**config.mk**
```make
export PLATFORM = sky130hd
export DESIGN_NAME = command_line_argument_splitter_flat
export DESIGN_NICKNAME = d
export VERILOG_FILES = /design/src/rtl/clas_pkg.sv /design/src/rtl/clas_channels.sv /design/src/rtl/command_line_argument_splitter.sv /design/src/rtl/clas_parse.sv /design/src/flat_wrapper.sv
export SDC_FILE = /design/constraint.sdc
export NUM_CORES = 1
export LEC_CHECK = 0
export ABC_AREA = 1
export BUFFER_PORTS_ARGS = -buffer_cell sky130_fd_sc_hd__clkbuf_2
export CORE_UTILIZATION = 35
export CTS_BUF_LIST = sky130_fd_sc_hd__clkbuf_4 sky130_fd_sc_hd__clkbuf_8
export DETAILED_ROUTE_END_ITERATION = 10
export PLACE_DENSITY = 0.53
export SETUP_SLACK_MARGIN = 0.02
export SLEW_MARGIN = 20
export SYNTH_ARGS = -nofsm -noshare
export SYNTH_HDL_FRONTEND = slang
export SYNTH_SLANG_ARGS = --single-unit
```
**constraint.sdc**
```tcl
create_clock -name clk -period 4.9 [get_ports clk]
set_input_delay 0.245 -clock clk [delete_from_list [all_inputs] [get_ports clk]]
set_output_delay 0.245 -clock clk [all_outputs]
set_load 0.01 [all_outputs]
```
**src/rtl/clas_pkg.sv**
```systemverilog
package clas_pkg;

  localparam int COUNT_BITS = 16;
  localparam int UNIT_BITS  = 16;
  localparam int ARG_BITS   = 16;
  localparam int RUN_BITS   = 16;

  localparam logic [UNIT_BITS-1:0] U_NUL    = 16'h0000;
  localparam logic [UNIT_BITS-1:0] U_TAB    = 16'h0009;
  localparam logic [UNIT_BITS-1:0] U_SPACE  = 16'h0020;
  localparam logic [UNIT_BITS-1:0] U_QUOTE  = 16'h0022;
  localparam logic [UNIT_BITS-1:0] U_BSLASH = 16'h005C;

  localparam logic [COUNT_BITS-1:0] COUNT_MAX = {COUNT_BITS{1'b1}};
  localparam logic [ARG_BITS-1:0]   ARG_MAX   = {ARG_BITS{1'b1}};
  localparam logic [RUN_BITS-1:0]   RUN_MAX   = {RUN_BITS{1'b1}};

  typedef enum logic [4:0] {
    MODE_START        = 5'b00001,
    MODE_FIRST_QUOTED = 5'b00010,
    MODE_FIRST_PLAIN  = 5'b00100,
    MODE_GAP          = 5'b01000,
    MODE_IN_ARG       = 5'b10000
  } mode_t;

  typedef struct packed {
    mode_t                  mode;
    logic                   quoting;
    logic                   quote_just_closed;
    logic [COUNT_BITS-1:0]  pending;
    logic [ARG_BITS-1:0]    current_arg;
  } state_t;

  typedef struct packed {
    logic [UNIT_BITS-1:0] char_out;
    logic                 char_valid;
    logic [RUN_BITS-1:0]  backslash_run;
    logic [ARG_BITS-1:0]  arg_index;
    logic                 arg_end;
    logic                 line_done;
  } result_t;

  localparam state_t STATE_RST = '{
    mode:              MODE_START,
    quoting:           1'b0,
    quote_just_closed: 1'b0,
    pending:           '0,
    current_arg:       '0
  };

  function automatic logic [RUN_BITS-1:0] sat_run(input logic [COUNT_BITS-1:0] n);
    logic [31:0] w;
    w = 32'(n);
    sat_run = (w > 32'(RUN_MAX)) ? RUN_MAX : w[RUN_BITS-1:0];
  endfunction

endpackage

```
**src/rtl/clas_channels.sv**
```systemverilog
interface clas_in_if;
  logic        valid;
  logic        ready;
  logic [15:0] code_unit;

  modport source (output valid, output code_unit, input ready);
  modport sink   (input valid, input code_unit, output ready);
endinterface

interface clas_out_if;
  logic        valid;
  logic        ready;
  logic [15:0] char_out;
  logic        char_valid;
  logic [15:0] backslash_run;
  logic [15:0] arg_index;
  logic        arg_end;
  logic        line_done;

  modport source (output valid, output char_out, output char_valid, output backslash_run,
                  output arg_index, output arg_end, output line_done, input ready);
  modport sink   (input valid, input char_out, input char_valid, input backslash_run,
                  input arg_index, input arg_end, input line_done, output ready);
endinterface

```
**src/rtl/command_line_argument_splitter.sv**
```systemverilog
// Splits a UTF-16 command line into arguments by the usual Windows rules, one
// code unit per request, with code 0 ending the line. Each request gives zero
// or one result: a count of backslashes to append, then at most one code unit,
// plus the argument index and end-of-argument / end-of-line flags. A new
// request is taken every cycle; the only limit is the single result register,
// which still accepts a request in the cycle its result is taken. A result is
// valid in the cycle after its request. Parser state clears after each end of line.
module command_line_argument_splitter (
  input  logic        clk,
  input  logic        rst_n,
  clas_in_if.sink     in_ch,
  clas_out_if.source  out_ch
);
  import clas_pkg::*;

  state_t  state_r;
  state_t  state_nxt;
  result_t res_r;
  result_t res_nxt;
  logic    emit;
  logic    out_valid_r;
  logic    accept;

  clas_parse u_parse (
    .code_unit (in_ch.code_unit),
    .cur       (state_r),
    .nxt       (state_nxt),
    .emit      (emit),
    .res       (res_nxt)
  );

  assign in_ch.ready = !out_valid_r || out_ch.ready;
  assign accept      = in_ch.valid && in_ch.ready;

  always_ff @(posedge clk) begin
    if (!rst_n) begin
      state_r     <= STATE_RST;
      out_valid_r <= 1'b0;
    end else if (accept) begin
      state_r     <= state_nxt;
      out_valid_r <= emit;
    end else if (out_ch.ready) begin
      out_valid_r <= 1'b0;
    end
  end

  always_ff @(posedge clk) begin
    if (accept && emit) begin
      res_r <= res_nxt;
    end
  end

  assign out_ch.valid         = out_valid_r;
  assign out_ch.char_out      = res_r.char_out;
  assign out_ch.char_valid    = res_r.char_valid;
  assign out_ch.backslash_run = res_r.backslash_run;
  assign out_ch.arg_index     = res_r.arg_index;
  assign out_ch.arg_end       = res_r.arg_end;
  assign out_ch.line_done     = res_r.line_done;

`ifndef NO_ASSERTIONS
  a_line_done_clears: assert property (@(posedge clk) disable iff (!rst_n)
    (accept && emit && res_nxt.line_done) |=>
      (state_r.mode == MODE_START && state_r.current_arg == '0 && state_r.pending == '0))
    else $error("state not cleared after end of line");

  a_arg_end_to_gap: assert property (@(posedge clk) disable iff (!rst_n)
    (accept && emit && res_nxt.arg_end && !res_nxt.line_done) |=> (state_r.mode == MODE_GAP))
    else $error("argument ended without entering gap");

  a_char_zero: assert property (@(posedge clk) disable iff (!rst_n)
    out_valid_r |-> (res_r.char_valid || res_r.char_out == '0))
    else $error("char_out nonzero without char_valid");
`endif

endmodule

```
**src/rtl/clas_parse.sv**
```systemverilog
module clas_parse (
  input  logic [15:0]     code_unit,
  input  clas_pkg::state_t cur,
  output clas_pkg::state_t nxt,
  output logic            emit,
  output clas_pkg::result_t res
);
  import clas_pkg::*;

  logic                  go_arg;
  logic                  clr;
  logic                  handled;
  logic                  is_blank;
  logic [COUNT_BITS-1:0] n;
  state_t                st;
  result_t               r;

  assign is_blank = (code_unit == U_SPACE) || (code_unit == U_TAB);

  always_comb begin
    st      = cur;
    r       = '0;
    emit    = 1'b0;
    go_arg  = 1'b0;
    clr     = 1'b0;
    handled = 1'b0;
    n       = cur.pending;
    case (cur.mode)
      MODE_START: begin
        if (code_unit == U_NUL) begin
          emit = 1'b1; r.arg_end = 1'b1; r.line_done = 1'b1; clr = 1'b1;
        end else if (code_unit == U_QUOTE) begin
          st.mode = MODE_FIRST_QUOTED;
        end else if (code_unit > U_SPACE) begin
          st.mode = MODE_FIRST_PLAIN;
          emit = 1'b1; r.char_valid = 1'b1; r.char_out = code_unit;
        end else begin
          st.mode = MODE_GAP;
          emit = 1'b1; r.arg_end = 1'b1;
        end
      end
      MODE_FIRST_QUOTED: begin
        if (code_unit == U_NUL) begin
          emit = 1'b1; r.arg_end = 1'b1; r.line_done = 1'b1; clr = 1'b1;
        end else if (code_unit == U_QUOTE) begin
          st.mode = MODE_GAP;
          emit = 1'b1; r.arg_end = 1'b1;
        end else begin
          emit = 1'b1; r.char_valid = 1'b1; r.char_out = code_unit;
        end
      end
      MODE_FIRST_PLAIN: begin
        if (code_unit == U_NUL) begin
          emit = 1'b1; r.arg_end = 1'b1; r.line_done = 1'b1; clr = 1'b1;
        end else if (code_unit > U_SPACE) begin
          emit = 1'b1; r.char_valid = 1'b1; r.char_out = code_unit;
        end else begin
          st.mode = MODE_GAP;
          emit = 1'b1; r.arg_end = 1'b1;
        end
      end
      MODE_GAP: begin
        if (is_blank) begin
          st = cur;
        end else if (code_unit == U_NUL) begin
          emit = 1'b1; r.line_done = 1'b1; clr = 1'b1;
        end else begin
          if (cur.current_arg != ARG_MAX) st.current_arg = cur.current_arg + 1'b1;
          st.mode              = MODE_IN_ARG;
          st.quoting           = 1'b0;
          st.quote_just_closed = 1'b0;
          st.pending           = '0;
          go_arg               = 1'b1;
        end
      end
      MODE_IN_ARG: begin
        go_arg = 1'b1;
      end
      default: begin
        clr = 1'b1;
      end
    endcase

    if (go_arg) begin
      n = st.pending;
      if (st.quote_just_closed) begin
        st.quote_just_closed = 1'b0;
        if (code_unit == U_QUOTE) begin
          emit = 1'b1; r.char_valid = 1'b1; r.char_out = U_QUOTE;
          handled = 1'b1;
        end
      end
      if (!handled) begin
        if (code_unit == U_BSLASH) begin
          if (st.pending != COUNT_MAX) st.pending = st.pending + 1'b1;
        end else begin
          st.pending = '0;
          if (code_unit == U_QUOTE) begin
            r.backslash_run = sat_run(n >> 1);
            if (!n[0]) begin
              if (st.quoting) begin
                st.quoting           = 1'b0;
                st.quote_just_closed = 1'b1;
              end else begin
                st.quoting = 1'b1;
              end
              emit = ((n >> 1) != '0);
            end else begin
              emit = 1'b1; r.char_valid = 1'b1; r.char_out = U_QUOTE;
            end
          end else if (code_unit == U_NUL) begin
            emit = 1'b1; r.backslash_run = sat_run(n);
            r.arg_end = 1'b1; r.line_done = 1'b1; clr = 1'b1;
          end else if (!st.quoting && is_blank) begin
            st.mode = MODE_GAP;
            emit = 1'b1; r.backslash_run = sat_run(n); r.arg_end = 1'b1;
          end else begin
            emit = 1'b1; r.backslash_run = sat_run(n);
            r.char_valid = 1'b1; r.char_out = code_unit;
          end
        end
      end
    end

    r.arg_index = st.current_arg;
    if (clr) st = STATE_RST;
  end

  assign nxt = st;
  assign res = r;

endmodule
```
**src/flat_wrapper.sv**
```systemverilog
// flat-port wrapper written by rule: the top's interface ports become plain ports
module command_line_argument_splitter_flat import clas_pkg::*;
  (clk, rst_n, in_ch_valid, in_ch_code_unit, in_ch_ready, out_ch_valid, out_ch_char_out, out_ch_char_valid, out_ch_backslash_run, out_ch_arg_index, out_ch_arg_end, out_ch_line_done, out_ch_ready);
  clas_in_if in_ch_i ();
  clas_out_if out_ch_i ();
  input  logic clk;
  input  logic rst_n;
  input wire logic [$bits(in_ch_i.valid)-1:0] in_ch_valid;
  input wire logic [$bits(in_ch_i.code_unit)-1:0] in_ch_code_unit;
  output wire logic [$bits(in_ch_i.ready)-1:0] in_ch_ready;
  output wire logic [$bits(out_ch_i.valid)-1:0] out_ch_valid;
  output wire logic [$bits(out_ch_i.char_out)-1:0] out_ch_char_out;
  output wire logic [$bits(out_ch_i.char_valid)-1:0] out_ch_char_valid;
  output wire logic [$bits(out_ch_i.backslash_run)-1:0] out_ch_backslash_run;
  output wire logic [$bits(out_ch_i.arg_index)-1:0] out_ch_arg_index;
  output wire logic [$bits(out_ch_i.arg_end)-1:0] out_ch_arg_end;
  output wire logic [$bits(out_ch_i.line_done)-1:0] out_ch_line_done;
  input wire logic [$bits(out_ch_i.ready)-1:0] out_ch_ready;
  assign in_ch_i.valid = in_ch_valid;
  assign in_ch_i.code_unit = in_ch_code_unit;
  assign in_ch_ready = in_ch_i.ready;
  assign out_ch_valid = out_ch_i.valid;
  assign out_ch_char_out = out_ch_i.char_out;
  assign out_ch_char_valid = out_ch_i.char_valid;
  assign out_ch_backslash_run = out_ch_i.backslash_run;
  assign out_ch_arg_index = out_ch_i.arg_index;
  assign out_ch_arg_end = out_ch_i.arg_end;
  assign out_ch_line_done = out_ch_i.line_done;
  assign out_ch_i.ready = out_ch_ready;
  command_line_argument_splitter u_core (.clk(clk), .rst_n(rst_n), .in_ch(in_ch_i), .out_ch(out_ch_i));
endmodule
```
==> results.yml, run 1 <==
placed_design:
  placedCellCount: 922
  gp_routability_congestion: 0.9405
  port_buffers: 72
  dp_hpwl_um: 9539
clock_network:
  hold_fix_buffer_count_after_cts: 0
  cts_max_level: 3
  clkSinkCount: 91
  post_cts_resized: 0
  path_clk_slew_ns: 0.10
  cts_root_cell: "clkbuf_8"
  tritoncts_clock_tree: "done"
  worst_skew_pair.late_latency_ns: 0.39
  cts_buffer_depth: 2
  post_cts_buffers: 0
  cts_buffers: 9
cells_and_area:
  area_growth_pct: 13.15
  design.final.nets: 772
  num-fill-cells: 1509
  drive_gt1_share_pct: 21.09
  num_antenna_cells: 0
  instances_no_fill: 938
sta:
  setup_viol: 0
  final_min_period_over_clock_period_pct: 78.40
  hold_viol_final: 0
  relSlewSlack_pct: 39.32
  fmaxAchievable_ghz: 0.2603
  post_route_skew_ns: 0.01502
  period_needed_ns: 3.842
  setup_total_negative_slack_ns: 0
  transition_time_at_the_pin_with_the_least_slew_margin_ns: 0.9092
  grt_setup_unrepaired: "false"
  final.hold.worst_slack_ns: 0.1112
  maxSlewViolCount: 0
detailed_routing:
  route.antenna.remaining_nets: 0
  routed-via-count: 4778
  drt_iter0_drc: 393
  firstDrtPassIters: 8
  wl_per_cell_um: 14.52
  finalWirelength_um: 13620
  drt-vias-per-instance: 5.094
  post-route-drc-count: 16
run_status:
  violations_in_the_final_reports: "design-rule violations"
  status: "complete, but fails checks"
floorplan:
  row_count: 44
  core_box_area_um2: 14640
  dieWidth_um: 125.1
  die_h_um: 125.1
  boundaryPins: 73
  start_util_pct: 36.19
  dieArea_um2: 15640
yosys:
  post_synth_most_frequent_cells: "176 x nand2_1, 74 x a21oi_1, 70 x inv_1, 51 x edfxtp_1, 47 x nor2_1"
  yosys_warnings: 0
  syn_nets: 708
  most_common_cell_in_the_synthesized_netlist: "nand2_1"
  synth-async-reset-ratio_pct: 0
  synth_sequential_area_ratio_pct: 44.00
  syn_avg_cell_area_um2: 7.737
  synth.largest_area_cell: "edfxtp_1"
  synth_cells: 685
  synth.area.top_cells: "edfxtp_1 29%, dfxtp_1 15%, nand2_1 12%"
  synthDistinctLibCells: 45
  synth_enable_flop_cells: 51
  ys_ff_latch: 91
  ys.flop_type: "edfxtp_1"
  netlist.area_leader.share_pct: 28.90
  netlist_area_um2: 5300
global_routing:
  grt.overflow.total: 0
  grt_start_max_net_pins: 52
  globalRouteTotalUtil_pct: 18.12
  global_route_wire_length_before_repair_um: 22490
  first_global_vias: 4466
  grt_antenna_before_repair: 0
setup_path:
  worst-endpoint-arrival_ns: 3.69
  endpoint_kind: "register"
  crit_path_max_fanout: 51
  max_stage_delay_ns: 0.71
  timing.critical_path.cells: "inv_1 > nor4_4 > nand3_4 > nand2_1 > inv_1 > nor4_2 > nand3_1 > nand2_1 > nand2_1 > nand3_2 > clkinv_2"
  worst_path_dominant_cell_family: "simple AND/OR/NAND/NOR gates"
  worstSetupPathType: "register to register"
  crit_path_start_kind: "register"
  timing.critical_path.required_ns: 4.75
  cpMostUsedCell: "nand2_1"
  crit_slowest_cell: "clkinv_2"
  path_buf_inv: 3
power:
  total_power_uw: 2972
  p_leak_uw: 0.002443
  pwr_density_nw_per_um2: 495.6
  ir_drop_uv: 241.9
worst_hold_path:
  hold_path_class: "primary input to register"
job:
  drv.max_cap_violation_count: 0
[cell type report]
type / instances / area [um2] / area share [%]
clock buffer: 9 / 123.9 / 2.066
tap: 184 / 230.2 / 3.839
multi-input combinational: 486 / 2529 / 42.17
sequential: 91 / 2332 / 38.89
inverter: 88 / 332.8 / 5.550
clock inverter: 7 / 81.33 / 1.356
timing repair buffer: 73 / 367.9 / 6.134
[cells by family after synthesis]
family / synth area share (%)
buffers and inverters: 8.286
adder cells (fa/ha/maj): 0.7083
XOR/XNOR: 2.290
AND/OR/NAND/NOR: 32.20
flip-flops: 44.00
AO/OA/AOI/OAI: 12.51
[through the flow]
stage                     util, %  worst slack [ns]  instance area, um2
after detailed placement    39.54             1.259                5791
after CTS                   40.94             1.350                5996
after global routing        40.95            0.6934                5997
after global placement      39.54             1.275                5791
final                       40.95             1.058                5997
after floorplan                 -             1.851                5300
[worst paths after layout]
kind	start	to	slack, ns	depth (start not counted)
worst max-delay path	u_core.state_r[37]$_SDFFE_PN0P_	u_core.out_ch.backslash_run[14]$_SDFFCE_PP0P_	1.06	11
worst min-delay path	rst_n	u_core.state_r[34]$_SDFFE_PN1P_	0.11	2
worst max register to register	u_core.state_r[37]$_SDFFE_PN0P_	u_core.out_ch.backslash_run[14]$_SDFFCE_PP0P_	1.06	11
worst min register to register	u_core.state_r[33]$_SDFFE_PN0P_	u_core.state_r[33]$_SDFFE_PN0P_	0.47	2
[per-layer routing]
| layer | up-vias | part of all wire, % | wire, um | GRT usage [%] |
|---|---|---|---|---|
| met2 | 145 | 45 | 6072 | 28.85 |
| li1 | 2412 | - | - | - |
| met4 | 0 | 1.6 | 216 | 5.811 |
| met3 | 18 | 6.0 | 818 | 3.423 |
| met5 | - | 0 | 0 | 0 |
| met1 | 2203 | 48 | 6512 | 24.78 |
[registers in the layout (all words and copies together), names as in the netlist]
signal                       cells
u_core.out_ch.char_valid         1
u_core.out_ch.char_out          16
u_core.out_ch.line_done          1
u_core.out_ch.arg_end            1
u_core.state_r                  39
u_core.out_ch.valid              1
u_core.out_ch.arg_index         16
u_core.out_ch.backslash_run     16
[power breakdown]
group          switching (uW)  total, uW  internal (uW)
sequential               91.9       1270           1170
combinational             841       1160            319
clock                     300        546            246
[placed cells by master, fill, tap and decap left out, types with 4 or more instances in the layout]
| cell type | Yosys | layout |
|---|---|---|
| nand3_1 | 41 | 41 |
| clkbuf_8 | 0 | 9 |
| nor2_2 | 9 | 9 |
| nand2_2 | 10 | 10 |
| nand3_2 | 6 | 6 |
| o21ai_0 | 34 | 34 |
| xor2_1 | 9 | 9 |
| nor2_1 | 47 | 47 |
| inv_1 | 70 | 69 |
| edfxtp_1 | 51 | 51 |
| nor2_4 | 5 | 5 |
| o211ai_1 | 4 | 4 |
| inv_2 | 16 | 17 |
| nand4_1 | 12 | 12 |
| nor3_1 | 16 | 16 |
| clkbuf_2 | 0 | 72 |
| o21ai_1 | 9 | 9 |
| a21oi_1 | 74 | 74 |
| nand2_1 | 176 | 176 |
| dfxtp_1 | 40 | 40 |
[worst reg2reg max path, cell delays in order (launching register included)]
cell      delay, ns
dfxtp_1        0.40
inv_1          0.10
nor4_4         0.34
nand3_4        0.51
nand2_1        0.45
inv_1          0.17
nor4_2         0.21
nand3_1        0.15
nand2_1        0.08
nand2_1        0.06
nand3_2        0.10
clkinv_2       0.71
Note: power is estimated with default switching activity, not from simulation.
==> inputs of run 2 (changes only) <==
--- a/config.mk
+++ b/config.mk
@@ -5,7 +5,7 @@
 export SDC_FILE = /design/constraint.sdc
 export NUM_CORES = 1
 export LEC_CHECK = 0
-export ABC_AREA = 1
+export ABC_AREA = 0
 export BUFFER_PORTS_ARGS = -buffer_cell sky130_fd_sc_hd__clkbuf_2
 export CORE_UTILIZATION = 35
 export CTS_BUF_LIST = sky130_fd_sc_hd__clkbuf_4 sky130_fd_sc_hd__clkbuf_8
==> constraint.sdc (replaced) <==
create_clock -name clk -period 3.8 [get_ports clk]
set_input_delay 0.19 -clock clk [delete_from_list [all_inputs] [get_ports clk]]
set_output_delay 0.19 -clock clk [all_outputs]
set_load 0.01 [all_outputs]
==> results.yml, run 2 <==
run_status:
  status: "complete, no violations"
clock_network:
  path_clk_slew_ns: 0.10
  post_cts_resized: 0
  worst_skew_pair.late_latency_ns: 0.40
  clkSinkCount: 91
  cts_max_level: 3
  tritoncts_clock_tree: "done"
  post_cts_buffers: 0
  cts_buffers: 9
  cts_root_cell: "clkbuf_8"
  hold_fix_buffer_count_after_cts: 0
  cts_buffer_depth: 2
cells_and_area:
  area_growth_pct: 15.08
  largest_register_ffs: 39
  mostFrequentLayoutCell: "nand2_1"
  final_design_area_no_fill_um2: 5643
  regMostFlops: "u_core.state_r"
  design.final.nets: 624
  most_frequent_cells_in_the_layout: "81 x nand2_1, 72 x clkbuf_2, 51 x edfxtp_1, 40 x a21oi_1, 40 x dfxtp_1"
  num_antenna_cells: 0
  drive_gt1_share_pct: 19.31
yosys:
  synth-compound-area-share_pct: 19.16
  post_synth_most_frequent_cells: "81 x nand2_1, 51 x edfxtp_1, 40 x a21oi_1, 40 x dfxtp_1, 39 x o21ai_0"
  netlist_area_um2: 4903
  synth_sequential_area_ratio_pct: 47.56
  synthDistinctLibCells: 72
  syn_nets: 564
  yosys_warnings: 0
  synth_enable_flop_cells: 51
  ys_ff_latch: 91
  synth-async-reset-ratio_pct: 0
  ys.flop_type: "edfxtp_1"
  synth_xor_area_share_pct: 2.322
  main_combinational_cell_family_by_area_after_synthesis: "simple AND/OR/NAND/NOR gates"
  netlist.area_leader.share_pct: 31.23
  synth_cells: 541
  syn_avg_cell_area_um2: 9.064
  synth.largest_area_cell: "edfxtp_1"
  synthSimpleGateAreaFrac_pct: 25.95
  synth.area.top_cells: "edfxtp_1 31%, dfxtp_1 16%, nand2_1 6.2%"
  synth-adder-area-share_pct: 0.7655
  most_common_cell_in_the_synthesized_netlist: "nand2_1"
  post_synth_mux_area_share_pct: 0.4338
power:
  clock_power_share_pct: 30.2
  ir_drop_uv: 144.7
  pwr_density_nw_per_um2: 374.1
  power.sequential.fraction_pct: 54.0
  logic_pwr_share_pct: 15.8
  netSwitchingFraction_pct: 28.29
  power_switching_uw: 597.1
  internal_power_uw: 1514
  p_leak_uw: 0.001967
  total_power_uw: 2111
sta:
  grt_setup_unrepaired: "false"
  hold_viol_final: 0
  period_needed_ns: 3.333
  transition_time_at_the_pin_with_the_least_slew_margin_ns: 0.9939
  post_route_skew_ns: 0.01394
  setup_viol: 0
  final_min_period_over_clock_period_pct: 87.72
  relSlewSlack_pct: 33.67
  maxSlewViolCount: 0
  fmaxAchievable_ghz: 0.3000
  setup_total_negative_slack_ns: 0
floorplan:
  die_h_um: 120.4
  row_count: 42
  start_util_pct: 36.45
  boundaryPins: 73
  dieArea_um2: 14490
  dieWidth_um: 120.4
  core_box_area_um2: 13450
placed_design:
  gp_routability_congestion: 0.9204
  port_buffers: 72
  dp_hpwl_um: 9774
  placement.cell_area_um2: 5458
detailed_routing:
  firstDrtPassIters: 5
  route.antenna.remaining_nets: 0
  routed-via-count: 4486
  drt-vias-per-instance: 5.737
  wl_per_cell_um: 17.81
  drt_iter0_drc: 307
  finalWirelength_um: 13930
  post-route-drc-count: 0
job:
  drv.max_cap_violation_count: 0
worst_hold_path:
  hold_path_depth: 3
  hold_path_class: "primary input to register"
setup_path:
  worst-endpoint-arrival_ns: 3.66
  crit_path_max_fanout: 7
  reg2reg_slack_ns: 0.47
  crit_path_start_kind: "register"
  timing.critical_path.required_ns: 4.12
  endpoint_kind: "register"
  worstSetupPathType: "register to register"
  worstRegToRegCells: 13
global_routing:
  globalRouteTotalUtil_pct: 20.33
  first_global_vias: 4283
  grt_antenna_before_repair: 0
  grt_start_max_net_pins: 41
  global_route_wire_length_before_repair_um: 22390
  grt.overflow.total: 0
[run 2: worst paths after layout]
check | start | end
worst max-delay path | u_core.state_r[38]$_SDFFE_PN0P_ | u_core.state_r[25]$_SDFFE_PN0P_
worst min-delay path | in_ch_valid | u_core.out_ch.valid$_SDFFE_PN0P_
worst max register to register | u_core.state_r[38]$_SDFFE_PN0P_ | u_core.state_r[25]$_SDFFE_PN0P_
worst min register to register | u_core.state_r[33]$_SDFFE_PN0P_ | u_core.state_r[33]$_SDFFE_PN0P_
[run 2: worst max-delay path, stage by stage (launching register included)]
cell and delay [ns]:
dfxtp_1 0.39, nor3_1 0.38, nand3b_1 0.27, o21bai_4 0.27
nand2_1 0.13, inv_1 0.06, ha_1 0.21, nand3_1 0.10
nor4_1 0.08, buf_4 0.15, or3_1 0.40, nor3_4 0.22
or4b_1 0.46, a21oi_1 0.14
[run 2: final cells by class]
cell class / instances / area (um2)
fillers: 1376 / 7810
multi-input cells: 406 / 2401
flip-flops and latches: 91 / 2332
repair buffers: 86 / 478.0
well taps: 176 / 220.2
clock buffers: 11 / 151.4
clock inverters: 5 / 33.78
inverters: 7 / 26.28
[run 2: power groups by stage]
stage                     clock network (uW)  registers [uW]  logic, uW
after global placement                     0            1160        332
after global routing                     696            1150        368
final                                    637            1140        334
after floorplan                            0            1200        155
after CTS                                659            1140        338
after detailed placement                   0            1160        338
[run 2: routing by layer]
layer  track usage (%)  wire [um]  vias to the layer above
li1                  -          -                     2154
met1             26.32       6313                     2167
met2             33.12       6632                      136
met3             3.443        619                       29
met4             9.336        360                        0
met5                 0          0                        -
[run 2: stage by stage]
step                      hold WS (ns)  cells  setup WS, ns  utilization, %
after floorplan                 0.3295    541        0.1543               -
after global placement          0.4782    766        0.3553           40.57
after detailed placement        0.4760    766        0.3072           40.57
after CTS                      0.06176    782        0.5081           41.95
after global routing           0.06679    782        0.2451           41.95
final                          0.07437    782        0.4666           41.95
[run 2: cells by family (layout without fill, tap and decap cells)]
logic type / Yosys count / after routing
AND/OR/NAND/NOR: 242 / 242
AO/OA/AOI/OAI: 146 / 146
flip-flops: 91 / 91
buffers and inverters: 44 / 109
XOR/XNOR: 13 / 13
adder cells (fa/ha/maj): 3 / 3
multiplexers: 2 / 2
